`src/rtl/hsd_pkg.sv`:
```
// ----------------------------------------------------------------------------
// hsd_pkg
// shared types, codes and helpers of the huffman stream decoder
// ----------------------------------------------------------------------------
package hsd_pkg;

   localparam int SYM_W = 8;
   localparam int ERR_W = 2;

   localparam logic [ERR_W-1:0] ERR_NONE    = 2'd0;
   localparam logic [ERR_W-1:0] ERR_FULL    = 2'd1;
   localparam logic [ERR_W-1:0] ERR_NO_CODE = 2'd2;
   localparam logic [ERR_W-1:0] ERR_TRUNC   = 2'd3;

   localparam logic [SYM_W-1:0] CHAR_ZERO = 8'h30;
   localparam logic [2:0]       TOP_BIT   = 3'd7;

   typedef struct packed {
      logic [SYM_W-1:0] symbol;
      logic             symbol_valid;
      logic             last_of_run;
      logic             stream_done;
      logic [ERR_W-1:0] error_code;
   } res_type;

   typedef struct packed {
      logic    emit;
      logic    close;
      logic    done;
      res_type res;
   } cmd_type;

   function automatic res_type status_res(input logic [ERR_W-1:0] err);
      res_type r;
      r.symbol       = '0;
      r.symbol_valid = 1'b0;
      r.last_of_run  = 1'b0;
      r.stream_done  = 1'b1;
      r.error_code   = err;
      return r;
   endfunction

endpackage

```
`src/rtl/hsd_channels.sv`:
```


interface hsd_rsp_if import hsd_pkg::*; ();
   logic             valid;
   logic             ready;
   logic [SYM_W-1:0] symbol;
   logic             symbol_valid;
   logic             last_of_run;
   logic             stream_done;
   logic [ERR_W-1:0] error_code;

   modport source (output valid, output symbol, output symbol_valid, output last_of_run,
                   output stream_done, output error_code, input ready);
   modport sink (input valid, input symbol, input symbol_valid, input last_of_run,
                 input stream_done, input error_code, output ready);
endinterface

```
`src/rtl/hsd_outbuf.sv`:
```
// ----------------------------------------------------------------------------
// hsd_outbuf
// holds one result back until its end-of-run flags are known, then
// drives the result channel from an output register
// ----------------------------------------------------------------------------
module hsd_outbuf import hsd_pkg::*; (
   input  logic      clock,
   input  logic      reset,
   input  cmd_type   cmd,
   output logic      cmd_ready,
   hsd_rsp_if.source rsp_if
);

   logic    pend_valid_ff, pend_valid_in;
   res_type pend_ff, pend_in;
   logic    out_valid_ff, out_valid_in;
   res_type out_ff, out_in;
   logic    push_ok;
   logic    push;
   res_type closed;

   assign push_ok   = !out_valid_ff || rsp_if.ready;
   assign cmd_ready = !pend_valid_ff || push_ok;

   always_comb begin
      closed             = pend_ff;
      closed.last_of_run = 1'b1;
      closed.stream_done = pend_ff.stream_done | cmd.done;
   end

   always_comb begin
      pend_valid_in = pend_valid_ff;
      pend_in       = pend_ff;
      out_in        = out_ff;
      push          = 1'b0;
      if (cmd.emit && cmd_ready) begin
         pend_in       = cmd.res;
         pend_valid_in = 1'b1;
         if (pend_valid_ff) begin
            push   = 1'b1;
            out_in = pend_ff;
         end
      end else if (cmd.close && cmd_ready && pend_valid_ff) begin
         push          = 1'b1;
         out_in        = closed;
         pend_valid_in = 1'b0;
      end
      out_valid_in = push || (out_valid_ff && !rsp_if.ready);
   end

   always_ff @(posedge clock) begin
      if (reset) begin
         pend_valid_ff <= 1'b0;
         out_valid_ff  <= 1'b0;
      end else begin
         pend_valid_ff <= pend_valid_in;
         out_valid_ff  <= out_valid_in;
      end
   end

   always_ff @(posedge clock) begin
      pend_ff <= pend_in;
      out_ff  <= out_in;
   end

   assign rsp_if.valid        = out_valid_ff;
   assign rsp_if.symbol       = out_ff.symbol;
   assign rsp_if.symbol_valid = out_ff.symbol_valid;
   assign rsp_if.last_of_run  = out_ff.last_of_run;
   assign rsp_if.stream_done  = out_ff.stream_done;
   assign rsp_if.error_code   = out_ff.error_code;

endmodule

```
`src/flat_wrapper.sv`:
```
// flat-port wrapper written by rule: the top's interface ports become plain ports
module hsd_outbuf_flat import hsd_pkg::*;
  (clock, reset, cmd, cmd_ready, rsp_if_valid, rsp_if_symbol, rsp_if_symbol_valid, rsp_if_last_of_run, rsp_if_stream_done, rsp_if_error_code, rsp_if_ready);
  hsd_rsp_if rsp_if_i ();
  input  logic clock;
  input  logic reset;
  input  cmd_type cmd;
  output logic cmd_ready;
  output wire logic [$bits(rsp_if_i.valid)-1:0] rsp_if_valid;
  output wire logic [$bits(rsp_if_i.symbol)-1:0] rsp_if_symbol;
  output wire logic [$bits(rsp_if_i.symbol_valid)-1:0] rsp_if_symbol_valid;
  output wire logic [$bits(rsp_if_i.last_of_run)-1:0] rsp_if_last_of_run;
  output wire logic [$bits(rsp_if_i.stream_done)-1:0] rsp_if_stream_done;
  output wire logic [$bits(rsp_if_i.error_code)-1:0] rsp_if_error_code;
  input wire logic [$bits(rsp_if_i.ready)-1:0] rsp_if_ready;
  assign rsp_if_valid = rsp_if_i.valid;
  assign rsp_if_symbol = rsp_if_i.symbol;
  assign rsp_if_symbol_valid = rsp_if_i.symbol_valid;
  assign rsp_if_last_of_run = rsp_if_i.last_of_run;
  assign rsp_if_stream_done = rsp_if_i.stream_done;
  assign rsp_if_error_code = rsp_if_i.error_code;
  assign rsp_if_i.ready = rsp_if_ready;
  hsd_outbuf u_core (.clock(clock), .reset(reset), .cmd(cmd), .cmd_ready(cmd_ready), .rsp_if(rsp_if_i));
endmodule
```
`config.mk`:
```
export PLATFORM = sky130hd
export DESIGN_NAME = hsd_outbuf_flat
export DESIGN_NICKNAME = d
export VERILOG_FILES = /design/src/rtl/hsd_pkg.sv /design/src/rtl/hsd_channels.sv /design/src/rtl/hsd_outbuf.sv /design/src/flat_wrapper.sv
export SDC_FILE = /design/constraint.sdc
export NUM_CORES = 1
export LEC_CHECK = 0
export BUFFER_PORTS_ARGS = -buffer_cell sky130_fd_sc_hd__buf_2
export CAP_MARGIN = 0
export CORE_MARGIN = 8
export CORE_UTILIZATION = 30
export CTS_BUF_LIST = sky130_fd_sc_hd__clkbuf_16
export CTS_CLUSTER_SIZE = 12
export DETAILED_ROUTE_END_ITERATION = 10
export GPL_TIMING_DRIVEN = 0
export SYNTH_ARGS = -nofsm -noshare
export SYNTH_HDL_FRONTEND = slang
export SYNTH_SLANG_ARGS = --single-unit
```
`constraint.sdc`:
```
create_clock -name clock -period 2 [get_ports clock]
set_input_delay 0.4 -clock clock [delete_from_list [all_inputs] [get_ports clock]]
set_output_delay 0.4 -clock clock [all_outputs]
set_load 0.1 [all_outputs]
```
* Word-level counts from Yosys, hierarchy flattened *
Index checks and enable logic that the tools add are counted.

cells by class
  reduce and logical (&&, ||, !) cells = 12
  equality and inequality tests = 1
  bitwise gates (word level) = 1
  multiplexer cells = 8

operators by type and width
  cell                                                                      count
  13-bit 2-to-1 mux                                                         3
  1-bit 2-to-1 mux                                                          5
  1-bit logical AND                                                         4
  1-bit zero test                                                           3
  1-bit logical OR                                                          3
  2-bit by 1-bit inequality test with 1-bit output (second input constant)  1
  2-bit AND reduction                                                       1
  2-bit nonzero test                                                        1
  1-bit bitwise OR                                                          1

word-level totals
  logic and storage cells = 34
  input port bits = 19
  register bits after elaboration = 28
  output and inout port bits = 15

* Longest topological paths before layout *
  depth after elaboration = 8
  depth in mapped cells = 2

* Worst setup path after synthesis *
No wires, ideal clock.

  kind = reg2reg
  start point = reg u_core.out_valid_ff (netlist: u_core.rsp_if.valid)
  end point = reg u_core.out_ff (netlist bit u_core.rsp_if.last_of_run), data pin
  library setup time = 177 ps
  cell stages (with the launch flop) = 3
  data required time = 1823 ps
  slack = -490 ps
  arrival = 2313 ps
  buffers on the path = 0
  path through = dfxtp_1 nand3b_1 nand3b_1

between the ends
  word-level cells in the longest chain between the ends = 5

ends and longest elaborated chain
  what                      RTL line           RTL
  start: declaration        hsd_outbuf.sv:16   logic out_valid_ff, out_valid_in;
  start signal: assignment  hsd_outbuf.sv:57   out_valid_ff <= out_valid_in;
  1-bit zero test           hsd_outbuf.sv:22   assign push_ok = !out_valid_ff || rsp_if.ready;
  1-bit logical OR          hsd_outbuf.sv:22
  1-bit logical OR          hsd_outbuf.sv:23   assign cmd_ready = !pend_valid_ff || push_ok;
  named net cmd_ready       flat_wrapper.sv:8  output logic cmd_ready;
  1-bit logical AND         hsd_outbuf.sv:36   if (cmd.emit && cmd_ready) begin
  13-bit 2-to-1 mux         hsd_outbuf.sv:36
  end signal: assignment    hsd_outbuf.sv:63   out_ff <= out_in;
  end: declaration          hsd_outbuf.sv:17   res_type out_ff, out_in;

The timed path passes the listed nets, and every way through them passes these cells.
A chain may end at the register's enable or synchronous reset.

* Worst setup path in the final report *
  start point = reg u_core.out_valid_ff (netlist: u_core.rsp_if.valid)
  end point = reg u_core.out_ff (netlist bit u_core.rsp_if.error_code[1]) (enable)

between the ends
  word-level cells in the longest chain between the ends = 7
  elaborated cells between the ends (all ways) = 9
  classes of those cells = 1 x eq/ne; 8 x reduce/logical

ends and longest elaborated chain
  what                               RTL line          RTL
  1-bit zero test (*)                hsd_outbuf.sv:22
  1-bit logical OR (*)               hsd_outbuf.sv:22
  1-bit logical OR (*)               hsd_outbuf.sv:23
  1-bit logical AND (2 in a row)     hsd_outbuf.sv:43  end else if (cmd.close && cmd_ready && pend_valid_ff) begin
  2-bit nonzero test (no line)       -
  2-bit AND reduction (no line) (*)  -

Every way passes the cells marked *; elsewhere a longest branch is shown, timed or not.

==> results by group <==
Worst setup path
  • Crit start category: flop
  • Req. time, crit path: 1.87 ns
  • Reg2Reg Depth: 2
  • CP max-delay cell: nor2_1
  • Crit-path cells: and2b_1 -> nor2_1
  • Crit path buffers/inverters: 0
  • Worst-path maximum fanout: 13
  • Crit path max-delay family: simple AND/OR/NAND/NOR gates
  • Largest stage delay on the critical path: 0.80 ns
  • Critical path endpoint category: flop
  • WP depth: 2
  • Setup CP Type: reg -> reg
  • Worst EP arrival: 1.60 ns

Synth
  • Syn Area/Cell: 22.0 sq um
  • Post-synthesis cell area: 901 sq um
  • Register area share after synthesis: 91.1%
  • Mapped Cells: 41
  • Seq cells post-synth: 28
  • Syn nets: 60
  • Synth Warn #: 0
  • Number of library cell types mapped by synthesis: 12

Timing
  • Worst relative slew slack: 30.8%
  • Setup TNS Final: 0 ns
  • Fmax: 578 MHz
  • Max Slew Vio Count: 0
  • Period utilization: 86.5%
  • Slew @ Worst Pin: 1.03 ns
  • RSZ-0062 raised after global routing: no
  • Minimum clock period: 1.73 ns
  • Endpoints failing setup: 0
  • Fin Clk Skew: 0.00568 ns
  • Final hold vios: 0

Power and ir drop
  • Pleak: 0.464 nW
  • Pwr Total: 0.00126 W
  • Power Dens Cells: 1060 nW/um^2
  • Max VDD drop: 389 uV

GRT
  • Total gr overflow: 0
  • First-pass GRT wire length: 2.35 mm
  • Pin count of the biggest net entering global routing: 16
  • Initial antenna violation count: 0
  • Vias in the first global route: 537
  • Total global routing track utilization: 6.16%

Drt
  • Via density: 4.41
  • Drt drc: 0
  • DR WL/cell: 14.0 um
  • Post-Route WL: 1.56 mm
  • Post-route ant nets: 0
  • Drt pass-1 iters: 2
  • Iter 0 DRT Violations: 10
  • DR vias: 490

Clock network
  • Worst-Skew Late Latency: 0.25 ns
  • CTS tree: yes
  • TritonCTS Buffers: 3
  • Clk buf depth: 2
  • Worst-path clk slew: 0.06 ns
  • H-tree depth: 1
  • Clock root buffer: clkbuf_16
  • Sink Count: 28

Die
  • Num rows: 20
  • Die Wd: 70.8 um
  • Die ar.: 5010 sq um
  • Total core area: 2950 sq um
  • Initial core utilization: 30.5%
  • Die Ht: 70.8 um
  • Io pins: 34

Outcome
  • Outcome: finished clean

Place
  • Buffers added on ports: 33
  • Post-DP HPWL: 1.18 mm
  • GPL Wtd Cong: 0.669

Cells and area
  • Final net count: 98
  • Area Growth Syn to Fin: 32.5%
  • Layout cells sized above 1: 48.7%
  • ANT cells: 0

Hold path
  • Hold path depth: 2
  • Min-Delay Path Class: in -> reg

Job
  • Max_cap viols: 0
[registers in the layout, summed over array words and instances (netlist names)]
| signal | count |
|---|---|
| u_core.closed | 11 |
| u_core.rsp_if.symbol | 8 |
| u_core.pend_ff | 2 |
| u_core.rsp_if.error_code | 2 |
| u_core.pend_valid_ff | 1 |
| u_core.rsp_if.last_of_run | 1 |
| u_core.rsp_if.stream_done | 1 |
| u_core.rsp_if.symbol_valid | 1 |
| u_core.rsp_if.valid | 1 |
[routing by layer]
metal	GRT usage (%)	up-vias	part of all wire, %
li1	-	233	-
met1	5.03	240	35
met2	11.5	15	57
met3	2.68	2	6.0
met4	4.16	0	2.3
met5	0	-	0
[path summary, 6_finish.rpt]
kind,from,end,slack (ns)
setup / recovery,u_core.rsp_if.valid,u_core.rsp_if.error_code[1],0.27
setup reg to reg,u_core.rsp_if.valid,u_core.rsp_if.error_code[1],0.27
hold reg to reg,u_core.closed[9],u_core.rsp_if.symbol[4],0.42
hold / removal,reset,u_core.rsp_if.valid,0.30
[cells by family after synthesis]
logic type / count (synthesis) / synth area share [%]
buf+inv: 1 / 0.416
flops: 28 / 91.1
simple gates: 7 / 4.72
compound gates: 5 / 3.75
[stage by stage]
step	cell area, sq um	setup WS, ns	std cells	util [%]	hold WS, ns
after global routing	1190	0.106	111	40.4	0.310
after CTS	1190	0.0727	111	40.3	0.306
final	1190	0.271	111	40.4	0.304
after global placement	1110	-0.0301	107	37.6	0.402
after detailed placement	1110	-0.0954	107	37.6	0.406
after floorplan	905	0.161	41	-	0.400
[synth_stat cells]
library cell  instances  share of area, %
a21oi_1               2               1.1
a221o_1               1               1.1
a311oi_1              1              0.97
and2_1                1              0.69
and2b_1               1              0.83
dfxtp_1               2               4.4
edfxtp_1             26                87
inv_1                 1              0.42
nand2b_1              1              0.69
nand3b_1              2               1.7
nor2_1                2              0.83
o21ai_0               1              0.56
[report_power, final]
| group | internal (W) | switching [W] | leakage (nW) |
|---|---|---|---|
| clock network | 0.000267 | 0.000165 | 0.0385 |
| logic | 0.0000262 | 0.000121 | 0.161 |
| registers | 0.000675 | 0.00000867 | 0.264 |
| total | 0.000969 | 0.000295 | 0.464 |
[placed cells by master (no fill, tap or decap)]
cell and count:
clkinv_1 1, clkbuf_16 3, nand3b_1 2, inv_1 1
a311oi_1 1, a21oi_2 1, a221o_1 1, a21oi_1 1
nand2b_1 1, and2b_1 1, nor2_1 2, buf_2 33
edfxtp_1 26, o21ai_0 1, dfxtp_1 1, dfxtp_4 1
and2_1 1
[what timing repair did]
item / 4_1_cts / 5_1_grt
resized for setup: 0 / 1
hold buffers: 0 / 0
setup buffers: 0 / 0
setup endpoints to repair: 0 / 13
[cell type report]
| type | instances | area [sq um] |
|---|---|---|
| inverter | 1 | 3.75 |
| timing repair buffer | 33 | 165 |
| fill | 267 | 1760 |
| sequential | 28 | 825 |
| tap | 33 | 41.3 |
| clock buffer | 3 | 75.1 |
| multi-input combinational | 12 | 80.1 |
| clock inverter | 1 | 3.75 |
No activity file was read; power rests on OpenSTA's default activity.
